File: config.mk
export PLATFORM = sky130hd
export DESIGN_NAME = damage_rect_tracker_top_flat
export DESIGN_NICKNAME = d
export VERILOG_FILES = /design/src/hw/rtl/drt_pkg.sv /design/src/hw/rtl/drt_if.sv /design/src/hw/rtl/drt_front.sv /design/src/hw/rtl/drt_queue.sv /design/src/hw/rtl/drt_back.sv /design/src/hw/rtl/damage_rect_tracker_top.sv /design/src/flat_wrapper.sv
export SDC_FILE = /design/constraint.sdc
export NUM_CORES = 2
export LEC_CHECK = 0
export BUFFER_PORTS_ARGS = -buffer_cell sky130_fd_sc_hd__buf_2
export CAP_MARGIN = 15
export CORE_MARGIN = 2
export CORE_UTILIZATION = 30
export CTS_CLUSTER_SIZE = 8
export DETAILED_ROUTE_END_ITERATION = 7
export GPL_TIMING_DRIVEN = 0
export HOLD_SLACK_MARGIN = 0.08
export SYNTH_ARGS = -nofsm -noshare
export SYNTH_HDL_FRONTEND = slang
export SYNTH_SLANG_ARGS = --single-unit
File: constraint.sdc
create_clock -name clk -period 7.7 [get_ports clk]
set_clock_uncertainty 0.15 [all_clocks]
set_input_delay 0.77 -clock clk [delete_from_list [all_inputs] [get_ports clk]]
set_output_delay 0.77 -clock clk [all_outputs]
set_load 0.01 [all_outputs]
File: src/hw/rtl/drt_pkg.sv
// -----------------------------------------------------------------------------
// drt_pkg: damage rectangle tracker shared definitions
// Field widths, operation and result codes, the queue command and the clip
// function used by both the front and the back.
// -----------------------------------------------------------------------------
package drt_pkg;

	localparam int MAX_RECTS    = 40;
	localparam int CURSOR_BOX_W = 28;
	localparam int CURSOR_BOX_H = 32;
	localparam int CURSOR_OFS   = 2;
	localparam int SCREEN_LIMIT = 4096;

	localparam int OP_W    = 2;
	localparam int POS_W   = 16;
	localparam int PAD_W   = 8;
	localparam int XY_W    = 12;
	localparam int DIM_W   = 13;
	localparam int KIND_W  = 2;
	localparam int COORD_W = 20;
	localparam int IDX_W   = $clog2(MAX_RECTS);
	localparam int CNT_W   = $clog2(MAX_RECTS + 1);

	localparam int QUEUE_DEPTH = 2;
	localparam int QPTR_W      = $clog2(QUEUE_DEPTH);
	localparam int QCNT_W      = $clog2(QUEUE_DEPTH + 1);

	localparam logic [OP_W-1:0] OP_DAMAGE = 2'd0;
	localparam logic [OP_W-1:0] OP_FULL   = 2'd1;
	localparam logic [OP_W-1:0] OP_CURSOR = 2'd2;
	localparam logic [OP_W-1:0] OP_FLUSH  = 2'd3;

	localparam logic [KIND_W-1:0] KIND_FULL = 2'd0;
	localparam logic [KIND_W-1:0] KIND_NONE = 2'd1;
	localparam logic [KIND_W-1:0] KIND_RECT = 2'd2;

	localparam logic REG_SCREEN_WIDTH  = 1'b0;
	localparam logic REG_SCREEN_HEIGHT = 1'b1;

	typedef logic signed [COORD_W-1:0] coord_t;

	typedef struct packed {
		logic [XY_W-1:0]  x;
		logic [XY_W-1:0]  y;
		logic [DIM_W-1:0] w;
		logic [DIM_W-1:0] h;
	} rect_t;

	typedef struct packed {
		logic  ok;
		rect_t r;
	} clip_t;

	typedef struct packed {
		logic [OP_W-1:0]         op;
		clip_t                   rect;
		logic signed [POS_W-1:0] pos_x;
		logic signed [POS_W-1:0] pos_y;
	} cmd_t;

	typedef enum logic [1:0] {
		B_IDLE,
		B_ADD,
		B_SEARCH,
		B_FLUSH
	} back_state_t;

	function automatic clip_t clip_rect(coord_t x, coord_t y, coord_t w, coord_t h,
		logic [DIM_W-1:0] sw, logic [DIM_W-1:0] sh);
		coord_t cx;
		coord_t cy;
		coord_t cw;
		coord_t ch;
		coord_t swe;
		coord_t she;
		clip_t  res;
		cx  = x;
		cy  = y;
		cw  = w;
		ch  = h;
		swe = {{(COORD_W-DIM_W){1'b0}}, sw};
		she = {{(COORD_W-DIM_W){1'b0}}, sh};
		res.ok = (w > 0) && (h > 0);
		if (cx < 0) begin
			cw = cw + cx;
			cx = '0;
		end
		if (cy < 0) begin
			ch = ch + cy;
			cy = '0;
		end
		if (cx + cw > swe) begin
			cw = swe - cx;
		end
		if (cy + ch > she) begin
			ch = she - cy;
		end
		res.ok  = res.ok && (cw > 0) && (ch > 0);
		res.r.x = cx[XY_W-1:0];
		res.r.y = cy[XY_W-1:0];
		res.r.w = cw[DIM_W-1:0];
		res.r.h = ch[DIM_W-1:0];
		return res;
	endfunction

endpackage

File: src/hw/rtl/drt_if.sv
// -----------------------------------------------------------------------------
// drt_if: damage rectangle tracker channels
// Operation input, result output and configuration write channels.
// -----------------------------------------------------------------------------
interface drt_in_if;
	logic                                valid;
	logic                                ready;
	logic [drt_pkg::OP_W-1:0]            operation;
	logic signed [drt_pkg::POS_W-1:0]    pos_x;
	logic signed [drt_pkg::POS_W-1:0]    pos_y;
	logic signed [drt_pkg::POS_W-1:0]    rect_w;
	logic signed [drt_pkg::POS_W-1:0]    rect_h;
	logic [drt_pkg::PAD_W-1:0]           pad;

	modport source (output valid, operation, pos_x, pos_y, rect_w, rect_h, pad, input ready);
	modport sink (input valid, operation, pos_x, pos_y, rect_w, rect_h, pad, output ready);
endinterface

interface drt_out_if;
	logic                        valid;
	logic                        ready;
	logic [drt_pkg::KIND_W-1:0]  kind;
	logic [drt_pkg::XY_W-1:0]    out_x;
	logic [drt_pkg::XY_W-1:0]    out_y;
	logic [drt_pkg::DIM_W-1:0]   out_w;
	logic [drt_pkg::DIM_W-1:0]   out_h;
	logic                        last;

	modport source (output valid, kind, out_x, out_y, out_w, out_h, last, input ready);
	modport sink (input valid, kind, out_x, out_y, out_w, out_h, last, output ready);
endinterface

interface drt_cfg_if;
	logic                       valid;
	logic                       ready;
	logic                       index;
	logic [drt_pkg::DIM_W-1:0]  data;

	modport source (output valid, index, data, input ready);
	modport sink (input valid, index, data, output ready);
endinterface

File: src/hw/rtl/drt_front.sv
// -----------------------------------------------------------------------------
// drt_front: operation decode and rectangle clipping
// Pads and clips damage rectangles, builds the new cursor box, and hands one
// command per transaction to the queue.
// -----------------------------------------------------------------------------
module drt_front (
	input  logic                          clk,
	input  logic                          arst_n,
	drt_in_if.sink                        ops,
	input  logic [drt_pkg::DIM_W-1:0]     sw,
	input  logic [drt_pkg::DIM_W-1:0]     sh,
	output logic                          push,
	output drt_pkg::cmd_t                 push_cmd,
	input  logic                          q_rdy
);

	logic              vld_s1;
	drt_pkg::cmd_t     cmd_s1;
	drt_pkg::cmd_t     cmd_d;
	logic              accept;
	drt_pkg::coord_t   px;
	drt_pkg::coord_t   py;
	drt_pkg::coord_t   pad2;
	drt_pkg::coord_t   padv;

	assign ops.ready = !vld_s1 || q_rdy;
	assign accept    = ops.valid && ops.ready;
	assign push      = vld_s1;
	assign push_cmd  = cmd_s1;

	always_comb begin
		px   = {{(drt_pkg::COORD_W-drt_pkg::POS_W){ops.pos_x[drt_pkg::POS_W-1]}}, ops.pos_x};
		py   = {{(drt_pkg::COORD_W-drt_pkg::POS_W){ops.pos_y[drt_pkg::POS_W-1]}}, ops.pos_y};
		padv = {{(drt_pkg::COORD_W-drt_pkg::PAD_W){1'b0}}, ops.pad};
		pad2 = {{(drt_pkg::COORD_W-drt_pkg::PAD_W-1){1'b0}}, ops.pad, 1'b0};
		cmd_d.op    = ops.operation;
		cmd_d.pos_x = ops.pos_x;
		cmd_d.pos_y = ops.pos_y;
		if (ops.operation == drt_pkg::OP_CURSOR) begin
			cmd_d.rect = drt_pkg::clip_rect(
				px - drt_pkg::coord_t'(drt_pkg::CURSOR_OFS),
				py - drt_pkg::coord_t'(drt_pkg::CURSOR_OFS),
				drt_pkg::coord_t'(drt_pkg::CURSOR_BOX_W),
				drt_pkg::coord_t'(drt_pkg::CURSOR_BOX_H), sw, sh);
		end else begin
			cmd_d.rect = drt_pkg::clip_rect(
				px - padv, py - padv,
				{{(drt_pkg::COORD_W-drt_pkg::POS_W){ops.rect_w[drt_pkg::POS_W-1]}},
					ops.rect_w} + pad2,
				{{(drt_pkg::COORD_W-drt_pkg::POS_W){ops.rect_h[drt_pkg::POS_W-1]}},
					ops.rect_h} + pad2,
				sw, sh);
		end
	end

	always_ff @(posedge clk or negedge arst_n) begin
		if (!arst_n) begin
			vld_s1 <= 1'b0;
		end else begin
			vld_s1 <= accept || (vld_s1 && !q_rdy);
		end
	end

	always_ff @(posedge clk) begin
		if (accept) begin
			cmd_s1 <= cmd_d;
		end
	end

endmodule

File: src/hw/rtl/drt_queue.sv
// -----------------------------------------------------------------------------
// drt_queue: command queue between front and back
// Small first-in first-out buffer; the back reads the head in place and pops
// it when the command is done.
// -----------------------------------------------------------------------------
module drt_queue (
	input  logic            clk,
	input  logic            arst_n,
	input  logic            push,
	input  drt_pkg::cmd_t   push_cmd,
	output logic            q_rdy,
	output logic            head_vld,
	output drt_pkg::cmd_t   head,
	input  logic            pop
);

	drt_pkg::cmd_t                 slots_q [drt_pkg::QUEUE_DEPTH];
	logic [drt_pkg::QPTR_W-1:0]    wr_q;
	logic [drt_pkg::QPTR_W-1:0]    rd_q;
	logic [drt_pkg::QCNT_W-1:0]    cnt_q;
	logic                          do_push;
	logic                          do_pop;

	assign q_rdy    = cnt_q != drt_pkg::QCNT_W'(drt_pkg::QUEUE_DEPTH);
	assign head_vld = cnt_q != '0;
	assign head     = slots_q[rd_q];
	assign do_push  = push && q_rdy;
	assign do_pop   = pop && head_vld;

	always_ff @(posedge clk or negedge arst_n) begin
		if (!arst_n) begin
			wr_q  <= '0;
			rd_q  <= '0;
			cnt_q <= '0;
		end else begin
			if (do_push) begin
				wr_q <= (wr_q == drt_pkg::QPTR_W'(drt_pkg::QUEUE_DEPTH - 1)) ? '0 : wr_q + 1'b1;
			end
			if (do_pop) begin
				rd_q <= (rd_q == drt_pkg::QPTR_W'(drt_pkg::QUEUE_DEPTH - 1)) ? '0 : rd_q + 1'b1;
			end
			if (do_push && !do_pop) begin
				cnt_q <= cnt_q + 1'b1;
			end else if (do_pop && !do_push) begin
				cnt_q <= cnt_q - 1'b1;
			end
		end
	end

	always_ff @(posedge clk) begin
		if (do_push) begin
			slots_q[wr_q] <= push_cmd;
		end
	end

endmodule

File: src/hw/rtl/drt_back.sv
// -----------------------------------------------------------------------------
// drt_back: rectangle list execution
// Holds the rectangle store, count, full-redraw flag and cursor position;
// runs the duplicate search, appends, and walks the store on a render.
// -----------------------------------------------------------------------------
module drt_back (
	input  logic                          clk,
	input  logic                          arst_n,
	input  logic [drt_pkg::DIM_W-1:0]     sw,
	input  logic [drt_pkg::DIM_W-1:0]     sh,
	input  logic                          cmd_vld,
	input  drt_pkg::cmd_t                 cmd,
	output logic                          cmd_pop,
	drt_out_if.source                     rsp
);

	drt_pkg::rect_t                    mem [drt_pkg::MAX_RECTS];
	drt_pkg::rect_t                    rd_data_q;

	drt_pkg::back_state_t              state_q, state_d;
	logic [drt_pkg::CNT_W-1:0]         count_q, count_d;
	logic [drt_pkg::CNT_W-1:0]         rd_q, rd_d;
	logic                              pend_q, pend_d;
	logic                              full_q, full_d;
	logic                              known_q, known_d;
	logic signed [drt_pkg::POS_W-1:0]  cur_x_q, cur_x_d;
	logic signed [drt_pkg::POS_W-1:0]  cur_y_q, cur_y_d;
	drt_pkg::clip_t                    work_q, work_d;
	logic                              second_q, second_d;
	logic                              out_vld_q;

	drt_pkg::rect_t                    out_rect_q;
	logic [drt_pkg::KIND_W-1:0]        out_kind_q;
	logic                              out_last_q;

	logic                              mem_we;
	logic                              mem_re;
	logic                              out_free;
	logic                              match;
	logic                              finish;
	logic                              emit;
	logic [drt_pkg::KIND_W-1:0]        emit_kind;
	drt_pkg::rect_t                    emit_rect;
	logic                              emit_last;
	drt_pkg::clip_t                    old_box;

	assign out_free  = !out_vld_q || rsp.ready;
	assign match     = pend_q && (rd_data_q == work_q.r);
	assign rsp.valid = out_vld_q;
	assign rsp.kind  = out_kind_q;
	assign rsp.out_x = out_rect_q.x;
	assign rsp.out_y = out_rect_q.y;
	assign rsp.out_w = out_rect_q.w;
	assign rsp.out_h = out_rect_q.h;
	assign rsp.last  = out_last_q;

	always_comb begin
		old_box = drt_pkg::clip_rect(
			{{(drt_pkg::COORD_W-drt_pkg::POS_W){cur_x_q[drt_pkg::POS_W-1]}}, cur_x_q}
				- drt_pkg::coord_t'(drt_pkg::CURSOR_OFS),
			{{(drt_pkg::COORD_W-drt_pkg::POS_W){cur_y_q[drt_pkg::POS_W-1]}}, cur_y_q}
				- drt_pkg::coord_t'(drt_pkg::CURSOR_OFS),
			drt_pkg::coord_t'(drt_pkg::CURSOR_BOX_W),
			drt_pkg::coord_t'(drt_pkg::CURSOR_BOX_H), sw, sh);
	end

	always_comb begin
		state_d   = state_q;
		count_d   = count_q;
		rd_d      = rd_q;
		pend_d    = 1'b0;
		full_d    = full_q;
		known_d   = known_q;
		cur_x_d   = cur_x_q;
		cur_y_d   = cur_y_q;
		work_d    = work_q;
		second_d  = second_q;
		cmd_pop   = 1'b0;
		mem_we    = 1'b0;
		mem_re    = 1'b0;
		finish    = 1'b0;
		emit      = 1'b0;
		emit_kind = drt_pkg::KIND_NONE;
		emit_rect = '0;
		emit_last = 1'b1;

		case (state_q)
			drt_pkg::B_IDLE: begin
				if (cmd_vld) begin
					case (cmd.op)
						drt_pkg::OP_DAMAGE: begin
							work_d   = cmd.rect;
							second_d = 1'b0;
							state_d  = drt_pkg::B_ADD;
						end
						drt_pkg::OP_FULL: begin
							full_d  = 1'b1;
							count_d = '0;
							cmd_pop = 1'b1;
						end
						drt_pkg::OP_CURSOR: begin
							if (!known_q) begin
								known_d = 1'b1;
								cur_x_d = cmd.pos_x;
								cur_y_d = cmd.pos_y;
								cmd_pop = 1'b1;
							end else if (full_q) begin
								cmd_pop = 1'b1;
							end else begin
								work_d   = old_box;
								second_d = 1'b1;
								state_d  = drt_pkg::B_ADD;
							end
						end
						default: begin
							if (full_q) begin
								if (out_free) begin
									emit      = 1'b1;
									emit_kind = drt_pkg::KIND_FULL;
									full_d    = 1'b0;
									count_d   = '0;
									cmd_pop   = 1'b1;
								end
							end else if (count_q == '0) begin
								if (out_free) begin
									emit      = 1'b1;
									emit_kind = drt_pkg::KIND_NONE;
									cmd_pop   = 1'b1;
								end
							end else begin
								rd_d    = '0;
								state_d = drt_pkg::B_FLUSH;
							end
						end
					endcase
				end
			end
			drt_pkg::B_ADD: begin
				if (full_q || !work_q.ok) begin
					finish = 1'b1;
				end else if (count_q >= drt_pkg::CNT_W'(drt_pkg::MAX_RECTS)) begin
					full_d  = 1'b1;
					count_d = '0;
					finish  = 1'b1;
				end else if (count_q == '0) begin
					mem_we  = 1'b1;
					count_d = count_q + 1'b1;
					finish  = 1'b1;
				end else begin
					rd_d    = '0;
					state_d = drt_pkg::B_SEARCH;
				end
			end
			drt_pkg::B_SEARCH: begin
				if (match) begin
					finish = 1'b1;
				end else if (rd_q != count_q) begin
					mem_re = 1'b1;
					rd_d   = rd_q + 1'b1;
					pend_d = 1'b1;
				end else begin
					mem_we  = 1'b1;
					count_d = count_q + 1'b1;
					finish  = 1'b1;
				end
			end
			drt_pkg::B_FLUSH: begin
				if (pend_q) begin
					emit      = 1'b1;
					emit_kind = drt_pkg::KIND_RECT;
					emit_rect = rd_data_q;
					emit_last = rd_q == count_q;
					if (rd_q == count_q) begin
						count_d = '0;
						cmd_pop = 1'b1;
						state_d = drt_pkg::B_IDLE;
					end
				end else if (out_free && rd_q != count_q) begin
					mem_re = 1'b1;
					rd_d   = rd_q + 1'b1;
					pend_d = 1'b1;
				end
			end
			default: begin
				state_d = drt_pkg::B_IDLE;
			end
		endcase

		if (finish) begin
			if (second_q) begin
				work_d   = cmd.rect;
				second_d = 1'b0;
				state_d  = drt_pkg::B_ADD;
			end else begin
				if (cmd.op == drt_pkg::OP_CURSOR) begin
					cur_x_d = cmd.pos_x;
					cur_y_d = cmd.pos_y;
				end
				cmd_pop = 1'b1;
				state_d = drt_pkg::B_IDLE;
			end
		end
	end

	always_ff @(posedge clk or negedge arst_n) begin
		if (!arst_n) begin
			state_q   <= drt_pkg::B_IDLE;
			count_q   <= '0;
			rd_q      <= '0;
			pend_q    <= 1'b0;
			full_q    <= 1'b1;
			known_q   <= 1'b0;
			cur_x_q   <= '0;
			cur_y_q   <= '0;
			second_q  <= 1'b0;
			out_vld_q <= 1'b0;
		end else begin
			state_q   <= state_d;
			count_q   <= count_d;
			rd_q      <= rd_d;
			pend_q    <= pend_d;
			full_q    <= full_d;
			known_q   <= known_d;
			cur_x_q   <= cur_x_d;
			cur_y_q   <= cur_y_d;
			second_q  <= second_d;
			out_vld_q <= emit || (out_vld_q && !rsp.ready);
		end
	end

	always_ff @(posedge clk) begin
		work_q <= work_d;
		if (emit) begin
			out_kind_q <= emit_kind;
			out_rect_q <= emit_rect;
			out_last_q <= emit_last;
		end
	end

	always_ff @(posedge clk) begin
		if (mem_we) begin
			mem[count_q[drt_pkg::IDX_W-1:0]] <= work_q.r;
		end
		if (mem_re) begin
			rd_data_q <= mem[rd_q[drt_pkg::IDX_W-1:0]];
		end
	end

`ifndef SYNTHESIS
	a_count_bound: assert property (@(posedge clk) disable iff (!arst_n)
		count_q <= drt_pkg::CNT_W'(drt_pkg::MAX_RECTS))
		else $error("rect count above capacity");

	a_flush_slot_free: assert property (@(posedge clk) disable iff (!arst_n)
		(state_q == drt_pkg::B_FLUSH && pend_q) |-> !out_vld_q)
		else $error("render read returned while output register busy");

	a_flush_not_full: assert property (@(posedge clk) disable iff (!arst_n)
		(state_q == drt_pkg::B_FLUSH || state_q == drt_pkg::B_SEARCH) |-> !full_q)
		else $error("list walk while full redraw set");

	a_pop_valid: assert property (@(posedge clk) disable iff (!arst_n)
		cmd_pop |-> cmd_vld)
		else $error("pop from empty queue");

	a_emit_free: assert property (@(posedge clk) disable iff (!arst_n)
		emit |-> out_free)
		else $error("result overwrites pending transaction");
`endif

endmodule

File: src/hw/rtl/damage_rect_tracker_top.sv
// -----------------------------------------------------------------------------
// damage_rect_tracker_top: screen damage rectangle list
// Operations on channel ops (damage, mark full, cursor move, render) are
// decoded and clipped by the front, queued, and applied to the list by the
// back. A render returns one or more transactions on rsp; the others none.
// Channel cfg writes screen_width (index 0) and screen_height (index 1); it
// is always ready and must only be used while the block is idle.
// An operation is registered in the front and held in the queue before
// the back starts it. In the back mark full is done in the idle state; a
// damage is appended at once to an empty list, otherwise after a search
// that compares it with each stored rectangle; a cursor move adds the old
// and then the new cursor box that way. A render returns a full-frame or
// no-op result at once, else reads the store through its single read port.
// After reset the list is empty, full redraw is set, the cursor is unknown
// and the screen is 1024 x 768. A stalled rsp holds the result in the
// output register; the back stops only when it needs that register, and
// the queue keeps taking operations until it fills.
// -----------------------------------------------------------------------------
module damage_rect_tracker_top (
	input  logic       clk,
	input  logic       arst_n,
	drt_cfg_if.sink    cfg,
	drt_in_if.sink     ops,
	drt_out_if.source  rsp
);

	logic [drt_pkg::DIM_W-1:0]  sw_q;
	logic [drt_pkg::DIM_W-1:0]  sh_q;
	logic [drt_pkg::DIM_W-1:0]  sw;
	logic [drt_pkg::DIM_W-1:0]  sh;
	logic                       push;
	drt_pkg::cmd_t              push_cmd;
	logic                       q_rdy;
	logic                       head_vld;
	drt_pkg::cmd_t              head;
	logic                       pop;

	assign cfg.ready = 1'b1;
	assign sw = (sw_q > drt_pkg::DIM_W'(drt_pkg::SCREEN_LIMIT))
		? drt_pkg::DIM_W'(drt_pkg::SCREEN_LIMIT) : sw_q;
	assign sh = (sh_q > drt_pkg::DIM_W'(drt_pkg::SCREEN_LIMIT))
		? drt_pkg::DIM_W'(drt_pkg::SCREEN_LIMIT) : sh_q;

	always_ff @(posedge clk or negedge arst_n) begin
		if (!arst_n) begin
			sw_q <= drt_pkg::DIM_W'(1024);
			sh_q <= drt_pkg::DIM_W'(768);
		end else if (cfg.valid) begin
			case (cfg.index)
				drt_pkg::REG_SCREEN_WIDTH:  sw_q <= cfg.data;
				drt_pkg::REG_SCREEN_HEIGHT: sh_q <= cfg.data;
				default: ;
			endcase
		end
	end

	drt_front u_front (
		.clk      (clk),
		.arst_n   (arst_n),
		.ops      (ops),
		.sw       (sw),
		.sh       (sh),
		.push     (push),
		.push_cmd (push_cmd),
		.q_rdy    (q_rdy)
	);

	drt_queue u_queue (
		.clk      (clk),
		.arst_n   (arst_n),
		.push     (push),
		.push_cmd (push_cmd),
		.q_rdy    (q_rdy),
		.head_vld (head_vld),
		.head     (head),
		.pop      (pop)
	);

	drt_back u_back (
		.clk     (clk),
		.arst_n  (arst_n),
		.sw      (sw),
		.sh      (sh),
		.cmd_vld (head_vld),
		.cmd     (head),
		.cmd_pop (pop),
		.rsp     (rsp)
	);

endmodule

File: src/flat_wrapper.sv
// flat-port wrapper written by rule: the top's interface ports become plain ports
module damage_rect_tracker_top_flat 
  (clk, arst_n, cfg_valid, cfg_index, cfg_data, cfg_ready, ops_valid, ops_operation, ops_pos_x, ops_pos_y, ops_rect_w, ops_rect_h, ops_pad, ops_ready, rsp_valid, rsp_kind, rsp_out_x, rsp_out_y, rsp_out_w, rsp_out_h, rsp_last, rsp_ready);
  drt_cfg_if cfg_i ();
  drt_in_if ops_i ();
  drt_out_if rsp_i ();
  input  logic clk;
  input  logic arst_n;
  input wire logic [$bits(cfg_i.valid)-1:0] cfg_valid;
  input wire logic [$bits(cfg_i.index)-1:0] cfg_index;
  input wire logic [$bits(cfg_i.data)-1:0] cfg_data;
  output wire logic [$bits(cfg_i.ready)-1:0] cfg_ready;
  input wire logic [$bits(ops_i.valid)-1:0] ops_valid;
  input wire logic [$bits(ops_i.operation)-1:0] ops_operation;
  input wire logic [$bits(ops_i.pos_x)-1:0] ops_pos_x;
  input wire logic [$bits(ops_i.pos_y)-1:0] ops_pos_y;
  input wire logic [$bits(ops_i.rect_w)-1:0] ops_rect_w;
  input wire logic [$bits(ops_i.rect_h)-1:0] ops_rect_h;
  input wire logic [$bits(ops_i.pad)-1:0] ops_pad;
  output wire logic [$bits(ops_i.ready)-1:0] ops_ready;
  output wire logic [$bits(rsp_i.valid)-1:0] rsp_valid;
  output wire logic [$bits(rsp_i.kind)-1:0] rsp_kind;
  output wire logic [$bits(rsp_i.out_x)-1:0] rsp_out_x;
  output wire logic [$bits(rsp_i.out_y)-1:0] rsp_out_y;
  output wire logic [$bits(rsp_i.out_w)-1:0] rsp_out_w;
  output wire logic [$bits(rsp_i.out_h)-1:0] rsp_out_h;
  output wire logic [$bits(rsp_i.last)-1:0] rsp_last;
  input wire logic [$bits(rsp_i.ready)-1:0] rsp_ready;
  assign cfg_i.valid = cfg_valid;
  assign cfg_i.index = cfg_index;
  assign cfg_i.data = cfg_data;
  assign cfg_ready = cfg_i.ready;
  assign ops_i.valid = ops_valid;
  assign ops_i.operation = ops_operation;
  assign ops_i.pos_x = ops_pos_x;
  assign ops_i.pos_y = ops_pos_y;
  assign ops_i.rect_w = ops_rect_w;
  assign ops_i.rect_h = ops_rect_h;
  assign ops_i.pad = ops_pad;
  assign ops_ready = ops_i.ready;
  assign rsp_valid = rsp_i.valid;
  assign rsp_kind = rsp_i.kind;
  assign rsp_out_x = rsp_i.out_x;
  assign rsp_out_y = rsp_i.out_y;
  assign rsp_out_w = rsp_i.out_w;
  assign rsp_out_h = rsp_i.out_h;
  assign rsp_last = rsp_i.last;
  assign rsp_i.ready = rsp_ready;
  damage_rect_tracker_top u_core (.clk(clk), .arst_n(arst_n), .cfg(cfg_i), .ops(ops_i), .rsp(rsp_i));
endmodule
==> impl_metrics.tcl <==
set metrics [dict create \
    outcome "complete, no violations" \
    grt.total_usage_pct 16.8 \
    start_util_pct 30.1 \
    dp.cells 12241 \
    ir_drop_mv 0.204 \
    grt_max_degree 57 \
    grt_pass1_vias 67144 \
    numCtsBuffers 354 \
    syn-instance-count 6964 \
    gr-max-usage-layer "met2" \
    synth.most_common_cell "edfxtp_1" \
    grt_antenna_before_repair 23 \
    first_iter_violations 7097 \
    swShare_pct 34.6 \
    cp_common_cell "a21oi_1" \
    synthTopCellsByArea "edfxtp_1 (63%), mux4_2 (12%), ha_1 (3.1%), xnor2_1 (1.9%), dfrtp_1 (1.7%)" \
    relSlewSlack_pct 19.0 \
    insertion_delay_ns 0.90 \
    ys.flop_type "edfxtp_1" \
    worst-path-buf-inv 5 \
    ys_ff_latch 2491 \
    root_buffer "clkbuf_16" \
    cpLargestDelayFamily "compound AO/OA/AOI/OAI gates" \
    drt_wl_total_mm 329 \
    powerDensity_nw_per_um2 371 \
    setup_ws_ns 0.204 \
    nFillCells 34798 \
    htree_levels 5 \
    vias 67420 \
    ant_nets 0 \
    clkPwrFrac_pct 27.9 \
    dieArea_um2 380000 \
    ios 149 \
    ys_seq_area_share_pct 65.6 \
    synthTopCellsByCount "edfxtp_1 (2358), mux4_2 (600), nand2_1 (367)" \
    use_met3_pct 2.49 \
    dp_hpwl_mm 239 \
    p_leak_nw 44.0 \
    clockBufferDepth 4 \
    cp.required_ns 8.05 \
    cts.clk_slew.worst_paths_ns 0.05 \
    min_path_type "primary input to register" \
    synth_top_area_cell "edfxtp_1" \
    setup_viol 0 \
    dp_slack_ns -2.12 \
    r2r-end "u_core.u_back.work_q[5]$_DFF_P_" \
    gp_congestion 0.920 \
    p_comb_share_pct 34.3 \
    critPathLaunch "ops_pad[1]" \
    met1_usage_pct 22.8 \
    via_per_inst 5.28 \
    fin_crit_sh_pct 97.4 \
    path_class "primary input to register" \
    layout.nets 8051 \
    gr-usage-met2_pct 27.7 \
    endpoint "u_core.u_front.push_cmd[36]$_DFFE_PP_" \
    r2r_start "u_core.u_back.cur_y_q[8]$_DFF_PN0_" \
    drcViolationCount 0 \
    crit_path_start_kind "primary input" \
    overflow 0 \
    drive_gt1_share_pct 20.8 \
    maxCapViolCount 0 \
    yosysWarnings 0 \
    synth-edff-count 2358 \
    worstRegToRegCells 30 \
    clock-sinks 2491 \
    area_growth_pct 19.1 \
    clock.fmax_ghz 0.133 \
    synth_top_area_share_pct 62.9 \
    wl_per_cell_um 25.8 \
    syn_avg_cell_area_um2 16.2 \
    num_rows 225 \
    end_kind "register" \
    cp.depth 30 \
    syn_area_um2 113000 \
    die_w_um 617 \
    critPathArrivalTime_ns 7.85 \
    instances_no_fill 12769 \
    tightest_slew_ns 1.22 \
    die_h_um 617 \
    maxSlewViolCount 0 \
    critPathMaxStageDelay_ns 0.46 \
    ff2ff_setup_slack_ns 0.53 \
    p_int_mw 32.6 \
    numPortBuffers 147 \
    tns_ns 0 \
    switching_power_mw 17.2 \
    first_pass_iters 8 \
    hold_viol 0 \
    cts_tree "built" \
    critPathSlowestCell "fa_1" \
    seq_power_share_pct 37.8 \
    synth-async-reset-ratio_pct 3.29 \
    core_um2 375000 \
    crit_fanout 7 \
    ys_types 103 \
    grt_pass1_wl_mm 470 \
    period_needed_ns 7.50 \
]
-- per-layer routing --
metal | vias up | wire, um
met5 | - | 81
met4 | 14 | 10100
met3 | 535 | 24000
met2 | 2902 | 157000
met1 | 34908 | 138000
li1 | 29061 | -
-- power by group through the flow --
stage | combinational [mW] | clock [mW] | sequential (mW)
finish | 17.1 | 13.9 | 18.8
global route | 18.3 | 14.7 | 18.9
CTS | 16.8 | 14.1 | 18.8
detailed placement | 16.6 | 0 | 19.0
global placement | 15.1 | 0 | 19.8
floorplan | 10.4 | 0 | 18.7
-- cell type report --
| cell class | count | area, um^2 | share of cell area [%] |
|---|---|---|---|
| Timing Repair Buffer | 347 | 4540 | 3.38 |
| Tap cell | 4994 | 6250 | 4.66 |
| Sequential cell | 2491 | 73900 | 55.1 |
| Antenna cell | 9 | 22.5 | 0.0168 |
| Buffer | 327 | 1340 | 0.999 |
| Clock inverter | 16 | 262 | 0.195 |
| Multi-Input combinational cell | 3947 | 37600 | 28.1 |
| Clock buffer | 442 | 9400 | 7.01 |
| Inverter | 196 | 742 | 0.553 |
-- worst register-to-register path: cells and delay by family, from the launching register on --
| kind | cells | cell delay, ns |
|---|---|---|
| adder cells (fa/ha/maj) | 2 | 0.71 |
| AO/OA/AOI/OAI | 10 | 1.75 |
| flip-flops | 1 | 0.35 |
| AND/OR/NAND/NOR | 11 | 2.58 |
| buffers and inverters | 6 | 1.12 |
| XOR/XNOR | 1 | 0.35 |
-- cells by family (layout without fill, tap and decap cells) --
logic type,count (synthesis),count (layout),share of synthesized area [%]
other cells,1,12,0.00333
compound gates,1040,1040,6.00
flops,2491,2491,65.6
buf+inv,528,1328,1.82
mux,825,825,14.1
simple gates,1433,1433,6.40
fa+ha+maj,294,294,3.39
xor+xnor,352,352,2.75
-- worst min path at each step --
| stage | cells after the start | to | slack (ns) | startpoint |
|---|---|---|---|---|
| after global routing | 1 | u_core.u_front.push_cmd[3]$_DFFE_PP_ | 0.11 | ops_pos_y[3] |
| after CTS | 1 | u_core.u_front.push_cmd[3]$_DFFE_PP_ | 0.09 | ops_pos_y[3] |
| after detailed placement | 0 | u_core.u_queue.slots_q[1][40]$_DFFE_PP_ | 0.28 | u_core.u_front.push_cmd[40]$_DFFE_PP_ |
| after global placement | 0 | u_core.u_queue.slots_q[0][53]$_DFFE_PP_ | 0.27 | u_core.u_front.push_cmd[53]$_DFFE_PP_ |
| final | 1 | u_core.u_front.push_cmd[3]$_DFFE_PP_ | 0.12 | ops_pos_y[3] |
| after floorplan | 0 | u_core.u_queue.slots_q[0][0]$_DFFE_PP_ | 0.27 | u_core.u_front.push_cmd[0]$_DFFE_PP_ |
-- placed cells by master (no fill, tap or decap), drive strengths merged, types with 109 or more instances in the layout --
cell type and instances:
buf 404, mux4 600, mux2i 175, ha 276, xnor2 248, nand2 367
edfxtp 2358, nor2b 109, nor3 109, clkbuf 678, inv 203, nor2 350
o21ai 226, a21oi 300
-- sequential cells by signal, indices dropped and copies added, names as in the netlist, 2 cells and up --
| signal | flops |
|---|---|
| u_core.sw_q | 13 |
| u_core.u_back.rd_data_q | 50 |
| u_core.u_back.rsp.kind | 2 |
| u_core.u_queue.slots_q | 170 |
| u_core.u_back.cur_x_q | 16 |
| u_core.u_back.count_q | 6 |
| u_core.u_back.rsp.out_x | 12 |
| u_core.u_front.push_cmd | 85 |
| u_core.u_back.state_q | 2 |
| u_core.u_back.mem | 2000 |
| u_core.u_back.rsp.out_w | 13 |
| u_core.u_back.rd_q | 6 |
| u_core.u_back.work_q | 51 |
| u_core.u_queue.cnt_q | 2 |
| u_core.u_back.rsp.out_h | 13 |
| u_core.sh_q | 13 |
| u_core.u_back.cur_y_q | 16 |
| u_core.u_back.rsp.out_y | 12 |
-- stage by stage --
step	power, mW	instance area [um^2]	hold WS [ns]	utilization (%)
finish	49.8	134000	0.121	35.8
global placement	34.9	120000	0.274	31.9
detailed placement	35.7	123000	0.284	32.9
CTS	49.7	133000	0.0927	35.6
floorplan	29.1	113000	0.271	-
global route	51.9	134000	0.107	35.8
-- repair_timing --
action	in CTS	in global routing
gates cloned	0	0
setup endpoints to repair	31	54
pin swaps	5	15
hold buffers	34	0
buffers inserted	5	18
hold endpoints to repair	76	0
resized for setup	50	101
Power figures use the tool's default switching activity.
